$ cat config.mk
export PLATFORM = sky130hd
export DESIGN_NAME = piecewise_linear_interp_flat
export DESIGN_NICKNAME = d
export VERILOG_FILES = /design/src/rtl/pwli_pkg.sv /design/src/rtl/pwli_in_if.sv /design/src/rtl/pwli_out_if.sv /design/src/rtl/piecewise_linear_interp.sv /design/src/flat_wrapper.sv
export SDC_FILE = /design/constraint.sdc
export NUM_CORES = 2
export LEC_CHECK = 0
export BUFFER_PORTS_ARGS = -buffer_cell sky130_fd_sc_hd__buf_4
export CAP_MARGIN = 5
export CELL_PAD_IN_SITES_DETAIL_PLACEMENT = 1
export CELL_PAD_IN_SITES_GLOBAL_PLACEMENT = 2
export CORE_MARGIN = 2
export CORE_UTILIZATION = 25
export DETAILED_ROUTE_END_ITERATION = 10
export HOLD_SLACK_MARGIN = 0.12
export PLACE_DENSITY_LB_ADDON = 0.1
export SLEW_MARGIN = 10
export SYNTH_ARGS = -nofsm -noshare
export SYNTH_HDL_FRONTEND = slang
export SYNTH_SLANG_ARGS = --single-unit
$ cat constraint.sdc
create_clock -name clk -period 10.2 [get_ports clk]
set_input_delay 2.04 -clock clk [delete_from_list [all_inputs] [get_ports clk]]
set_output_delay 2.04 -clock clk [all_outputs]
set_load 0.01 [all_outputs]
$ cat src/rtl/pwli_pkg.sv
// Shared types, constants and helper functions of the piecewise linear interpolator.
// Used by the channel interfaces and by the top level; depends on nothing else.

package pwli_pkg;

  localparam int DATA_W  = 32;
  localparam int IDX_W   = 4;
  localparam int COUNT_W = 5;
  localparam int STAT_W  = 2;

  // Width of the shared adder: wide enough for y0 plus or minus a clamped quotient.
  localparam int ALU_W   = 37;
  // Quotient bits produced by the divider; anything larger saturates the result.
  localparam int QUO_W   = 35;
  localparam int QCNT_W  = 6;
  localparam int PROD_W  = 2 * DATA_W;

  localparam logic [QUO_W-1:0] QUO_SAT = QUO_W'(64'd1 << (QUO_W - 1));

  localparam logic ACT_WRITE = 1'b0;
  localparam logic ACT_QUERY = 1'b1;

  localparam logic [STAT_W-1:0] ST_INSIDE = 2'd0;
  localparam logic [STAT_W-1:0] ST_BELOW  = 2'd1;
  localparam logic [STAT_W-1:0] ST_ABOVE  = 2'd2;

  localparam logic signed [DATA_W-1:0] VAL_MAX = 32'sh7fff_ffff;
  localparam logic signed [DATA_W-1:0] VAL_MIN = 32'sh8000_0000;

  function automatic logic [ALU_W-1:0] sext_alu(input logic [DATA_W-1:0] v);
    return {{(ALU_W - DATA_W){v[DATA_W-1]}}, v};
  endfunction

  // Magnitude of a signed difference of two 32-bit values.
  function automatic logic [DATA_W-1:0] mag_diff(input logic [DATA_W:0] d);
    logic [DATA_W:0] neg_d;
    neg_d = ~d + (DATA_W + 1)'(1);
    return d[DATA_W] ? neg_d[DATA_W-1:0] : d[DATA_W-1:0];
  endfunction

  function automatic logic [DATA_W-1:0] sat_alu(input logic [ALU_W-1:0] v);
    logic fits;
    fits = (&v[ALU_W-1:DATA_W-1]) || !(|v[ALU_W-1:DATA_W-1]);
    if (fits) begin
      return v[DATA_W-1:0];
    end else if (v[ALU_W-1]) begin
      return VAL_MIN;
    end else begin
      return VAL_MAX;
    end
  endfunction

endpackage

$ cat src/rtl/pwli_in_if.sv
// Input channel of the piecewise linear interpolator: breakpoint writes and queries.
// Depends on pwli_pkg for field widths.

interface pwli_in_if;
  logic                                valid;
  logic                                ready;
  logic                                action;
  logic        [pwli_pkg::IDX_W-1:0]   point_index;
  logic signed [pwli_pkg::DATA_W-1:0]  point_x;
  logic signed [pwli_pkg::DATA_W-1:0]  point_y;
  logic signed [pwli_pkg::DATA_W-1:0]  query_x;

  modport source(output valid, action, point_index, point_x, point_y, query_x,
                 input ready);
  modport sink(input valid, action, point_index, point_x, point_y, query_x,
               output ready);
endinterface

$ cat src/rtl/pwli_out_if.sv
// Result channel of the piecewise linear interpolator: value and range status.
// Depends on pwli_pkg for field widths.

interface pwli_out_if;
  logic                                valid;
  logic                                ready;
  logic signed [pwli_pkg::DATA_W-1:0]  interp_value;
  logic        [pwli_pkg::STAT_W-1:0]  range_status;

  modport source(output valid, interp_value, range_status, input ready);
  modport sink(input valid, interp_value, range_status, output ready);
endinterface

$ cat src/rtl/piecewise_linear_interp.sv
// Piecewise linear interpolator over a breakpoint table, built around one shared adder.
// Depends on pwli_pkg, pwli_in_if and pwli_out_if.
//
// Usage: items arrive on in_if (valid/ready). An item with action write stores
// point_x and point_y in slot point_index (slots at or above MAX_POINTS are
// ignored); it gives no result and the block is ready again in the next cycle.
// An item with action query produces one transfer on out_if carrying the
// interpolated value (saturated to 32 bits) and the range status.
// cfg_wr_en/cfg_wr_data set the number of breakpoints in use; write it only
// while the block is idle. Table entries must be written before they are used.
// A query below the table is answered from the first comparison and one above
// it from the second. Inside the table the search reads one table entry per
// cycle until it finds the segment; the differences and their product follow,
// and the divider retires one quotient bit per cycle on the shared adder. The
// divider is skipped when a difference is zero or when the quotient saturates.
// One item is processed at a time; in_if.ready is low while a query is worked on.
// A finished result waits in the output register, so a new item is accepted
// while the receiver stalls; a second result then waits until the first transfer.
// Reset (rst_n, synchronous) empties the output and sets the point count to 2;
// the table contents are not cleared.

module piecewise_linear_interp #(
  parameter int MAX_POINTS = 16
) (
  input  logic                          clk,
  input  logic                          rst_n,
  pwli_in_if.sink                       in_if,
  pwli_out_if.source                    out_if,
  input  logic                          cfg_wr_en,
  input  logic [pwli_pkg::COUNT_W-1:0]  cfg_wr_data
);

  localparam int AW = (MAX_POINTS > 1) ? $clog2(MAX_POINTS) : 1;
  localparam int DW = pwli_pkg::DATA_W;
  localparam int QW = pwli_pkg::QUO_W;

  typedef enum logic [3:0] {
    S_IDLE, S_LO, S_HI, S_SRCH, S_DX, S_DY, S_DEN,
    S_MUL, S_CHK, S_DIV, S_ADD, S_PUT
  } state_t;

  logic [DW-1:0] x_mem [MAX_POINTS];
  logic [DW-1:0] y_mem [MAX_POINTS];

  state_t                          state_r, state_nxt;
  logic                            out_valid_r, out_valid_nxt;
  logic [DW-1:0]                   out_value_r, out_value_nxt;
  logic [pwli_pkg::STAT_W-1:0]     out_status_r, out_status_nxt;
  logic [pwli_pkg::COUNT_W-1:0]    count_r;
  logic [AW-1:0]                   ra_r, ra_nxt;

  logic [DW-1:0]                   rdx_r, rdy_r;
  logic [DW-1:0]                   qx_r, qx_nxt;
  logic [AW-1:0]                   nm1_r, nm1_nxt;
  logic [DW-1:0]                   p_x_r, p_x_nxt, p_y_r, p_y_nxt;
  logic [DW-1:0]                   x1_r, x1_nxt, y1_r, y1_nxt;
  logic [DW-1:0]                   dx_mag_r, dx_mag_nxt, dy_mag_r, dy_mag_nxt;
  logic [DW-1:0]                   den_mag_r, den_mag_nxt;
  logic                            dx_neg_r, dx_neg_nxt, dy_neg_r, dy_neg_nxt;
  logic                            den_neg_r, den_neg_nxt, neg_r, neg_nxt;
  logic [pwli_pkg::PROD_W-1:0]     prod_r, prod_nxt;
  logic [DW-1:0]                   rem_r, rem_nxt;
  logic [QW-1:0]                   dvd_r, dvd_nxt;
  logic [pwli_pkg::QCNT_W-1:0]     cnt_r, cnt_nxt;
  logic [DW-1:0]                   res_value_r, res_value_nxt;
  logic [pwli_pkg::STAT_W-1:0]     res_status_r, res_status_nxt;

  logic [pwli_pkg::ALU_W-1:0]      alu_a, alu_b, alu_sum;
  logic                            alu_sub, alu_neg;

  logic                            wr_en, slot_ok;
  logic [AW-1:0]                   wr_addr, nm1_calc;

  assign alu_sum = alu_a + (alu_b ^ {pwli_pkg::ALU_W{alu_sub}})
                   + pwli_pkg::ALU_W'(alu_sub);
  assign alu_neg = alu_sum[pwli_pkg::ALU_W-1];

  assign slot_ok = 32'(in_if.point_index) < MAX_POINTS;
  assign wr_addr = AW'(in_if.point_index);

  always_comb begin
    if (count_r < pwli_pkg::COUNT_W'(2)) begin
      nm1_calc = AW'(1);
    end else if (32'(count_r) > MAX_POINTS) begin
      nm1_calc = AW'(MAX_POINTS - 1);
    end else begin
      nm1_calc = AW'(count_r - pwli_pkg::COUNT_W'(1));
    end
  end

  assign in_if.ready         = (state_r == S_IDLE);
  assign out_if.valid        = out_valid_r;
  assign out_if.interp_value = out_value_r;
  assign out_if.range_status = out_status_r;

  always_comb begin
    state_nxt      = state_r;
    out_valid_nxt  = out_valid_r;
    out_value_nxt  = out_value_r;
    out_status_nxt = out_status_r;
    ra_nxt         = ra_r;
    qx_nxt         = qx_r;
    nm1_nxt        = nm1_r;
    p_x_nxt        = p_x_r;
    p_y_nxt        = p_y_r;
    x1_nxt         = x1_r;
    y1_nxt         = y1_r;
    dx_mag_nxt     = dx_mag_r;
    dy_mag_nxt     = dy_mag_r;
    den_mag_nxt    = den_mag_r;
    dx_neg_nxt     = dx_neg_r;
    dy_neg_nxt     = dy_neg_r;
    den_neg_nxt    = den_neg_r;
    neg_nxt        = neg_r;
    prod_nxt       = prod_r;
    rem_nxt        = rem_r;
    dvd_nxt        = dvd_r;
    cnt_nxt        = cnt_r;
    res_value_nxt  = res_value_r;
    res_status_nxt = res_status_r;
    alu_a          = '0;
    alu_b          = '0;
    alu_sub        = 1'b1;
    wr_en          = 1'b0;

    if (out_if.ready) begin
      out_valid_nxt = 1'b0;
    end

    unique case (state_r)
      S_IDLE: begin
        ra_nxt = '0;
        if (in_if.valid) begin
          if (in_if.action == pwli_pkg::ACT_WRITE) begin
            wr_en = slot_ok;
          end else begin
            qx_nxt    = in_if.query_x;
            nm1_nxt   = nm1_calc;
            state_nxt = S_LO;
          end
        end
      end
      S_LO: begin
        alu_a   = pwli_pkg::sext_alu(qx_r);
        alu_b   = pwli_pkg::sext_alu(rdx_r);
        p_x_nxt = rdx_r;
        p_y_nxt = rdy_r;
        if (alu_neg) begin
          res_value_nxt  = rdy_r;
          res_status_nxt = pwli_pkg::ST_BELOW;
          state_nxt      = S_PUT;
        end else begin
          ra_nxt    = nm1_r;
          state_nxt = S_HI;
        end
      end
      S_HI: begin
        alu_a = pwli_pkg::sext_alu(rdx_r);
        alu_b = pwli_pkg::sext_alu(qx_r);
        if (alu_neg) begin
          res_value_nxt  = rdy_r;
          res_status_nxt = pwli_pkg::ST_ABOVE;
          state_nxt      = S_PUT;
        end else begin
          ra_nxt    = AW'(1);
          state_nxt = S_SRCH;
        end
      end
      S_SRCH: begin
        alu_a = pwli_pkg::sext_alu(rdx_r);
        alu_b = pwli_pkg::sext_alu(qx_r);
        if (alu_neg && (ra_r < nm1_r)) begin
          p_x_nxt = rdx_r;
          p_y_nxt = rdy_r;
          ra_nxt  = ra_r + AW'(1);
        end else begin
          x1_nxt    = rdx_r;
          y1_nxt    = rdy_r;
          state_nxt = S_DX;
        end
      end
      S_DX: begin
        alu_a      = pwli_pkg::sext_alu(qx_r);
        alu_b      = pwli_pkg::sext_alu(p_x_r);
        dx_mag_nxt = pwli_pkg::mag_diff(alu_sum[DW:0]);
        dx_neg_nxt = alu_sum[DW];
        state_nxt  = S_DY;
      end
      S_DY: begin
        alu_a      = pwli_pkg::sext_alu(y1_r);
        alu_b      = pwli_pkg::sext_alu(p_y_r);
        dy_mag_nxt = pwli_pkg::mag_diff(alu_sum[DW:0]);
        dy_neg_nxt = alu_sum[DW];
        state_nxt  = S_DEN;
      end
      S_DEN: begin
        alu_a       = pwli_pkg::sext_alu(x1_r);
        alu_b       = pwli_pkg::sext_alu(p_x_r);
        den_mag_nxt = pwli_pkg::mag_diff(alu_sum[DW:0]);
        den_neg_nxt = alu_sum[DW];
        state_nxt   = S_MUL;
      end
      S_MUL: begin
        neg_nxt  = (dx_neg_r ^ dy_neg_r) ^ den_neg_r;
        prod_nxt = pwli_pkg::PROD_W'(dx_mag_r) * pwli_pkg::PROD_W'(dy_mag_r);
        if ((den_mag_r == '0) || (dx_mag_r == '0) || (dy_mag_r == '0)) begin
          res_value_nxt  = p_y_r;
          res_status_nxt = pwli_pkg::ST_INSIDE;
          state_nxt      = S_PUT;
        end else begin
          state_nxt = S_CHK;
        end
      end
      S_CHK: begin
        alu_a = pwli_pkg::ALU_W'(prod_r[pwli_pkg::PROD_W-1:QW]);
        alu_b = pwli_pkg::ALU_W'(den_mag_r);
        if (!alu_neg) begin
          dvd_nxt   = pwli_pkg::QUO_SAT;
          state_nxt = S_ADD;
        end else begin
          rem_nxt   = DW'(prod_r[pwli_pkg::PROD_W-1:QW]);
          dvd_nxt   = prod_r[QW-1:0];
          cnt_nxt   = '0;
          state_nxt = S_DIV;
        end
      end
      S_DIV: begin
        alu_a = pwli_pkg::ALU_W'({rem_r, dvd_r[QW-1]});
        alu_b = pwli_pkg::ALU_W'(den_mag_r);
        if (!alu_neg) begin
          rem_nxt = alu_sum[DW-1:0];
        end else begin
          rem_nxt = {rem_r[DW-2:0], dvd_r[QW-1]};
        end
        dvd_nxt = {dvd_r[QW-2:0], !alu_neg};
        cnt_nxt = cnt_r + pwli_pkg::QCNT_W'(1);
        if (cnt_r == pwli_pkg::QCNT_W'(QW - 1)) begin
          state_nxt = S_ADD;
        end
      end
      S_ADD: begin
        alu_a          = pwli_pkg::sext_alu(p_y_r);
        alu_b          = pwli_pkg::ALU_W'(dvd_r);
        alu_sub        = neg_r;
        res_value_nxt  = pwli_pkg::sat_alu(alu_sum);
        res_status_nxt = pwli_pkg::ST_INSIDE;
        state_nxt      = S_PUT;
      end
      S_PUT: begin
        if (!out_valid_r || out_if.ready) begin
          out_valid_nxt  = 1'b1;
          out_value_nxt  = res_value_r;
          out_status_nxt = res_status_r;
          state_nxt      = S_IDLE;
        end
      end
      default: begin
        state_nxt = S_IDLE;
      end
    endcase
  end

  always_ff @(posedge clk) begin
    if (!rst_n) begin
      state_r     <= S_IDLE;
      out_valid_r <= 1'b0;
      count_r     <= pwli_pkg::COUNT_W'(2);
      ra_r        <= '0;
    end else begin
      state_r     <= state_nxt;
      out_valid_r <= out_valid_nxt;
      ra_r        <= ra_nxt;
      if (cfg_wr_en) begin
        count_r <= cfg_wr_data;
      end
    end
    out_value_r  <= out_value_nxt;
    out_status_r <= out_status_nxt;
  end

  always_ff @(posedge clk) begin
    qx_r         <= qx_nxt;
    nm1_r        <= nm1_nxt;
    p_x_r        <= p_x_nxt;
    p_y_r        <= p_y_nxt;
    x1_r         <= x1_nxt;
    y1_r         <= y1_nxt;
    dx_mag_r     <= dx_mag_nxt;
    dy_mag_r     <= dy_mag_nxt;
    den_mag_r    <= den_mag_nxt;
    dx_neg_r     <= dx_neg_nxt;
    dy_neg_r     <= dy_neg_nxt;
    den_neg_r    <= den_neg_nxt;
    neg_r        <= neg_nxt;
    prod_r       <= prod_nxt;
    rem_r        <= rem_nxt;
    dvd_r        <= dvd_nxt;
    cnt_r        <= cnt_nxt;
    res_value_r  <= res_value_nxt;
    res_status_r <= res_status_nxt;
  end

  always_ff @(posedge clk) begin
    if (wr_en) begin
      x_mem[wr_addr] <= in_if.point_x;
      y_mem[wr_addr] <= in_if.point_y;
    end
    rdx_r <= x_mem[ra_nxt];
    rdy_r <= y_mem[ra_nxt];
  end

  a_write_stays_idle: assert property (@(posedge clk) disable iff (!rst_n)
    (in_if.valid && in_if.ready && (in_if.action == pwli_pkg::ACT_WRITE))
      |=> (state_r == S_IDLE))
    else $error("a breakpoint write left the idle state");

  a_query_goes_busy: assert property (@(posedge clk) disable iff (!rst_n)
    (in_if.valid && in_if.ready && (in_if.action == pwli_pkg::ACT_QUERY))
      |=> !in_if.ready)
    else $error("block still ready after a query transfer");

  a_rem_below_den: assert property (@(posedge clk) disable iff (!rst_n)
    (state_r == S_DIV) |-> (rem_r < den_mag_r))
    else $error("divider remainder not below the divisor");

  a_search_bound: assert property (@(posedge clk) disable iff (!rst_n)
    (state_r == S_SRCH) |-> ((ra_r <= nm1_r) && (ra_r != '0)))
    else $error("segment search outside the active table");

  a_put_delivers: assert property (@(posedge clk) disable iff (!rst_n)
    ((state_r == S_PUT) && (!out_valid_r || out_if.ready))
      |=> (out_valid_r && (state_r == S_IDLE)))
    else $error("finished result was not placed in the output register");

endmodule
$ cat src/flat_wrapper.sv
// flat-port wrapper written by rule: the top's interface ports become plain ports
module piecewise_linear_interp_flat 
#(
  parameter int MAX_POINTS = 16
)
  (clk, rst_n, cfg_wr_en, cfg_wr_data, in_if_valid, in_if_action, in_if_point_index, in_if_point_x, in_if_point_y, in_if_query_x, in_if_ready, out_if_valid, out_if_interp_value, out_if_range_status, out_if_ready);
  pwli_in_if in_if_i ();
  pwli_out_if out_if_i ();
  input  logic clk;
  input  logic rst_n;
  input  logic cfg_wr_en;
  input  logic [pwli_pkg::COUNT_W-1:0] cfg_wr_data;
  input wire logic [$bits(in_if_i.valid)-1:0] in_if_valid;
  input wire logic [$bits(in_if_i.action)-1:0] in_if_action;
  input wire logic [$bits(in_if_i.point_index)-1:0] in_if_point_index;
  input wire logic [$bits(in_if_i.point_x)-1:0] in_if_point_x;
  input wire logic [$bits(in_if_i.point_y)-1:0] in_if_point_y;
  input wire logic [$bits(in_if_i.query_x)-1:0] in_if_query_x;
  output wire logic [$bits(in_if_i.ready)-1:0] in_if_ready;
  output wire logic [$bits(out_if_i.valid)-1:0] out_if_valid;
  output wire logic [$bits(out_if_i.interp_value)-1:0] out_if_interp_value;
  output wire logic [$bits(out_if_i.range_status)-1:0] out_if_range_status;
  input wire logic [$bits(out_if_i.ready)-1:0] out_if_ready;
  assign in_if_i.valid = in_if_valid;
  assign in_if_i.action = in_if_action;
  assign in_if_i.point_index = in_if_point_index;
  assign in_if_i.point_x = in_if_point_x;
  assign in_if_i.point_y = in_if_point_y;
  assign in_if_i.query_x = in_if_query_x;
  assign in_if_ready = in_if_i.ready;
  assign out_if_valid = out_if_i.valid;
  assign out_if_interp_value = out_if_i.interp_value;
  assign out_if_range_status = out_if_i.range_status;
  assign out_if_i.ready = out_if_ready;
  piecewise_linear_interp #(.MAX_POINTS(MAX_POINTS)) u_core (.clk(clk), .rst_n(rst_n), .in_if(in_if_i), .out_if(out_if_i), .cfg_wr_en(cfg_wr_en), .cfg_wr_data(cfg_wr_data));
endmodule
After elaboration in Yosys (flattened, before gate mapping)
Memories as Yosys holds them, arrays and structs flattened. A register that Yosys moved wholly into a read port is not among the register bits.
Cells that the tools add are included.
Cells by class
  add/sub/neg operators: 6
  $mul: 1
  magnitude comparators: 3
  equality and inequality tests: 23
  multiplexer cells: 47
  bitwise gates (word level): 5
  reductions and logical operators: 32
Operator list (number)
  $mux 32: 9
  $pmux 37 s7: 1
  $pmux 37 s6: 1
  $pmux 32 s2: 3
  $logic_not 32->1: 3
  $pmux 32 s3: 1
  $pmux 35 s2: 1
  $mul 32x32->64: 1
  $pmux 4 s12: 1
  $mux 4: 11
  $add 37x1->37: 1
  $add 37x37->37: 1
  $xor 37x37->37: 1
  $mux 35: 1
  $add 32x1->32 const B: 1
  $not 32->32: 1
  $eq 4x3->1 const B: 4
  $eq 4x4->1 const B: 4
  $ne 2x1->1 const B: 8
  $pmux 4 s4: 1
  $pmux 6 s2: 1
  $reduce_or 2->1: 6
  $mux 2: 5
  $mux 1: 9
  27 further kinds: 41
Word-level totals
  register bits: 483
  RAM bits: 1024
  bits of input ports: 111
  output and inout port bits: 36
  word-level logic and storage cells: 145
  memories: 2
Memory list
  u_core.x_mem: words 16, bits a word 32, read ports 1, clocked after memory_dff 1, write ports 1, RTL line piecewise_linear_interp.sv:42  | logic [DW-1:0] x_mem [MAX_POINTS];
  u_core.y_mem: words 16, bits a word 32, read ports 1, clocked after memory_dff 1, write ports 1, RTL line piecewise_linear_interp.sv:43  | logic [DW-1:0] y_mem [MAX_POINTS];

Longest topological paths before layout
  depth in word-level cells: 11
  depth in mapped cells: 30
  depth with buffers taken out: 29

Worst setup path after synthesis
OpenSTA, ideal clock, no wires.
  path type: register -> register
  from: reg u_core.state_r[2]
  to: reg u_core.cnt_r[0] in the netlist's numbering (enable)
  library setup time: 0.491 ns
  arrival: 7.721 ns
  required time: 9.709 ns
  path slack: 1.987 ns
  stages on the path, launching flop included: 21
  path buffers: 7
  period minus slack after synthesis: 8.213 ns
  cell sequence: dfxtp_1 > buf_2 > nand2b_1 > clkbuf_1 > nor2_1 > clkbuf_1 > a22oi_1 > nand3_1 > xnor2_1 > ha_1 > clkbuf_1 > a21o_1 > or3_1 > o211ai_1 > a211o_1 > a21o_1 > nand2_2 > buf_2 > buf_1 > clkbuf_1 > a21boi_0
Between the ends
  longest elaborated chain between the ends: 8
  elaborated cells on any way between the ends: 22
  classes of those cells: add/sub (2); eq/ne (10); mux (3); bitwise (1); reduce/logical (6)
Ends and longest elaborated chain
  start: declaration: RTL line piecewise_linear_interp.sv:45  | state_t state_r, state_nxt;
  start signal: assignment: RTL line piecewise_linear_interp.sv:270  | state_r <= state_nxt;
  $eq 4x4->1 (tied with other cells): RTL line piecewise_linear_interp.sv:130  | unique case (state_r)
  $reduce_or 2->1 (no source line)
  $pmux 37 s6: RTL line piecewise_linear_interp.sv:130
  $xor 37x37->37: RTL line piecewise_linear_interp.sv:74  | assign alu_sum = alu_a + (alu_b ^ {pwli_pkg::ALU_W{alu_sub}})
  $add 37x37->37: RTL line piecewise_linear_interp.sv:74
  $add 37x1->37: RTL line piecewise_linear_interp.sv:75  | + pwli_pkg::ALU_W'(alu_sub);
  $ne 2x1->1 (no source line)
  $reduce_and 2->1 (no source line) (*)
  end signal: assignment: RTL line piecewise_linear_interp.sv:298  | cnt_r <= cnt_nxt;
  end: declaration: RTL line piecewise_linear_interp.sv:64  | logic [pwli_pkg::QCNT_W-1:0] cnt_r, cnt_nxt;
Every way passes the cells marked *; elsewhere a longest branch is shown, timed or not.
A chain may end at the register's enable or synchronous reset.

Worst setup path after layout
  from: reg u_core.dx_mag_r[12]
  to: reg u_core.prod_r[62] in the netlist's numbering, data pin
Between the ends
  longest elaborated chain between the ends: 1
Ends and longest elaborated chain
  start: declaration: RTL line piecewise_linear_interp.sv:57  | logic [DW-1:0] dx_mag_r, dx_mag_nxt, dy_mag_r, dy_mag_nxt;
  start signal: assignment: RTL line piecewise_linear_interp.sv:288  | dx_mag_r <= dx_mag_nxt;
  $mul 32x32->64: RTL line piecewise_linear_interp.sv:205  | prod_nxt = pwli_pkg::PROD_W'(dx_mag_r) * pwli_pkg::PROD_W'(dy_mag_r);
  end signal: assignment: RTL line piecewise_linear_interp.sv:295  | prod_r <= prod_nxt;
  end: declaration: RTL line piecewise_linear_interp.sv:61  | logic [pwli_pkg::PROD_W-1:0] prod_r, prod_nxt;
Every way passes these cells.

==> summary.txt <==
Place
  – HPWL after DPL: 267 mm
  – GPL Wtd Cong: 0.799
  – I/O Buffers: 146

Die
  – Top-Level Pins: 147
  – Horiz. Die Dim: 629 microns
  – Die ar.: 0.396 sq mm
  – Initial Utilization: 0.251
  – DIE HEIGHT: 629 microns
  – Core Box Area: 0.389 sq mm
  – Row count: 229

Timing
  – Clock skew: 73.9 ps
  – Final setup fails: 0
  – Slew Limit Fails: 0
  – Period utilisation layout: 0.944
  – RSZ-0062 raised after global routing: no
  – Final min period: 9630 ps
  – Achievable Freq: 104 MHz
  – TNS Setup: 0 ps
  – Worst-margin pin slew: 1220 ps
  – Final hold vios: 0
  – Max-slew headroom: 0.189

Worst setup path
  – Worst-path fanout max: 17
  – CP Capture Type: flip-flop
  – Arr. time, crit path: 10160 ps
  – CP Class: reg2reg
  – CP required: 10730 ps
  – Kind of start point of the critical path: flip-flop

Yosys
  – Synthesized flop and latch total: 1571
  – Post-Syn Instances: 7982
  – Synth cell types: 83
  – Ys Warns: 0
  – Async SR Flop Fraction: 0
  – Syn_nets: 9296
  – Sequential element share of the synthesized area: 0.475
  – Top cell type by total area after synthesis: edfxtp_1
  – Mapped cell area: 0.0976 sq mm
  – Synth area leaders: edfxtp_1, fa_1, ha_1, and2_1, inv_1
  – Ys flop type: edfxtp_1
  – Number of synthesized flops with an enable pin: 1493
  – Yosys top cell area share: 0.459
  – Syn avg cell area: 12.2 sq um

Clock tree
  – Post-CTS Setup Bufs: 0
  – Clk sinks: 1571
  – CTS resizes: 0
  – Reg clk slew, reported paths: 60 ps
  – Post-CTS Hold Buffers: 0
  – Worst-Skew Late Latency: 860 ps
  – Root Buffer: clkbuf_16
  – Max Root-Sink Buffers: 4
  – H-tree Lvls: 4
  – Clock tree from TritonCTS: built
  – CTS Buf Count: 192

Min path
  – Worst min path class: reg2reg

Global routing
  – Initial antenna violation count: 37
  – Overflow after GRT: 0
  – Tot GR Track Use: 0.191
  – First-pass GRT wire length: 548 mm
  – Number of global-route vias before repair: 70400
  – Largest net degree at the start of global routing: 99

Cells and area
  – Area grow syn2layout: 14.9%
  – Multi-input gate area: 0.0462 sq mm
  – Fraction of layout cells with a size suffix above 1: 0.0981
  – Filler Cell Count: 42000
  – Most common cell after layout, fill and taps aside: edfxtp_1
  – Final net count: 9372
  – FF/Latch Area: 0.0464 sq mm
  – Most frequent cells in the layout: edfxtp_1, inv_1, fa_1, nand2_1, and2_1

Route
  – Initial DRC count: 3671
  – Metal-1 WL: 171 mm
  – First-pass iteration count of the detailed router: 6
  – Final WL: 380 mm
  – Total number of vias: 63600
  – Met2 layer wire length in the routed design: 192 mm
  – Via density: 4.74
  – Uppermost routed layer: met5
  – Met3 wire length: 10.1 mm
  – Remaining antenna violation count after routing: 0
  – DR WL/cell: 28.3 microns
  – DR DRC count: 0

Outcome
  – Status: complete, no violations

Run
  – Max-cap check violation count: 0
## per-layer routing
metal,vias to the layer above,track usage
li1,28100,-
met1,34200,0.252
met2,919,0.340
met3,353,0.0185
met4,18,0.0343
met5,-,0
## registers in the layout, summed over array words and instances (netlist names), 35 cells and up
register	cells
u_core.dvd_r	35
u_core.y_mem	512
u_core.prod_r	64
u_core.x_mem	512
## final cells by class
cell class | count | area share
Timing Repair Buffer | 418 | 0.0317
Antenna cell | 29 | 0.000647
Clock buffer | 244 | 0.0455
Sequential cell | 1571 | 0.414
Clock inverter | 97 | 0.00859
Inverter | 906 | 0.0303
Multi-Input combinational cell | 4969 | 0.412
Tap cell | 5197 | 0.0580
## per-stage QoR
step | setup slack [ps] | hold WS [ps] | util | area (sq um) | cells
final | 569 | 419 | 0.288 | 112000 | 13400
after global routing | 23.1 | 425 | 0.288 | 112000 | 13400
after CTS | 279 | 418 | 0.288 | 112000 | 13400
after detailed placement | 460 | 408 | 0.273 | 106000 | 13100
after global placement | 398 | 406 | 0.273 | 106000 | 13100
after floorplan | 1990 | 400 | - | 97600 | 7982
## worst paths after layout
| kind | startpoint | depth (start not counted) | to | slack (ps) |
|---|---|---|---|---|
| min | u_core.res_value_r[30] | 0 | u_core.out_if.interp_value[30] | 420 |
| min reg2reg | u_core.res_value_r[30] | 0 | u_core.out_if.interp_value[30] | 420 |
| max reg2reg | u_core.dx_mag_r[12] | 25 | u_core.prod_r[62] | 570 |
| max | u_core.dx_mag_r[12] | 25 | u_core.prod_r[62] | 570 |
## kinds of logic after synthesis
kind of cell / Yosys count / share of synthesized area
xor+xnor: 159 / 0.0143
fa+ha+maj: 1203 / 0.223
simple gates: 1946 / 0.102
buf+inv: 1442 / 0.0565
flops: 1571 / 0.475
compound gates: 1327 / 0.0939
mux: 334 / 0.0352
## critical path, cell delays in order (launching register included)
cell	delay, ps
edfxtp_1	950
buf_4	360
and2_1	180
fa_1	450
fa_1	510
inv_1	50
fa_1	470
fa_1	520
inv_1	50
fa_1	600
fa_1	470
fa_1	600
fa_1	460
ha_1	400
a21oi_1	150
o21ai_0	130
a221oi_1	480
nand3_1	120
a21oi_1	530
o21ai_0	220
buf_4	200
a31oi_1	410
o2111ai_1	250
a31oi_1	370
o21ai_0	180
xor2_1	160
## cells in the mapped netlist, drive strengths merged (132+ instances only)
| cell | number |
|---|---|
| o22ai | 133 |
| nor2 | 132 |
| inv | 904 |
| fa | 897 |
| nand2 | 637 |
| edfxtp | 1493 |
| o21ai | 339 |
| mux2i | 266 |
| a211oi | 146 |
| nand3 | 290 |
| clkbuf | 451 |
| and2 | 608 |
| a22oi | 149 |
| ha | 306 |
Power is left out: the tool's default activity adds up to more than one toggle a clock period on the data nets, which glitch-free logic cannot reach.
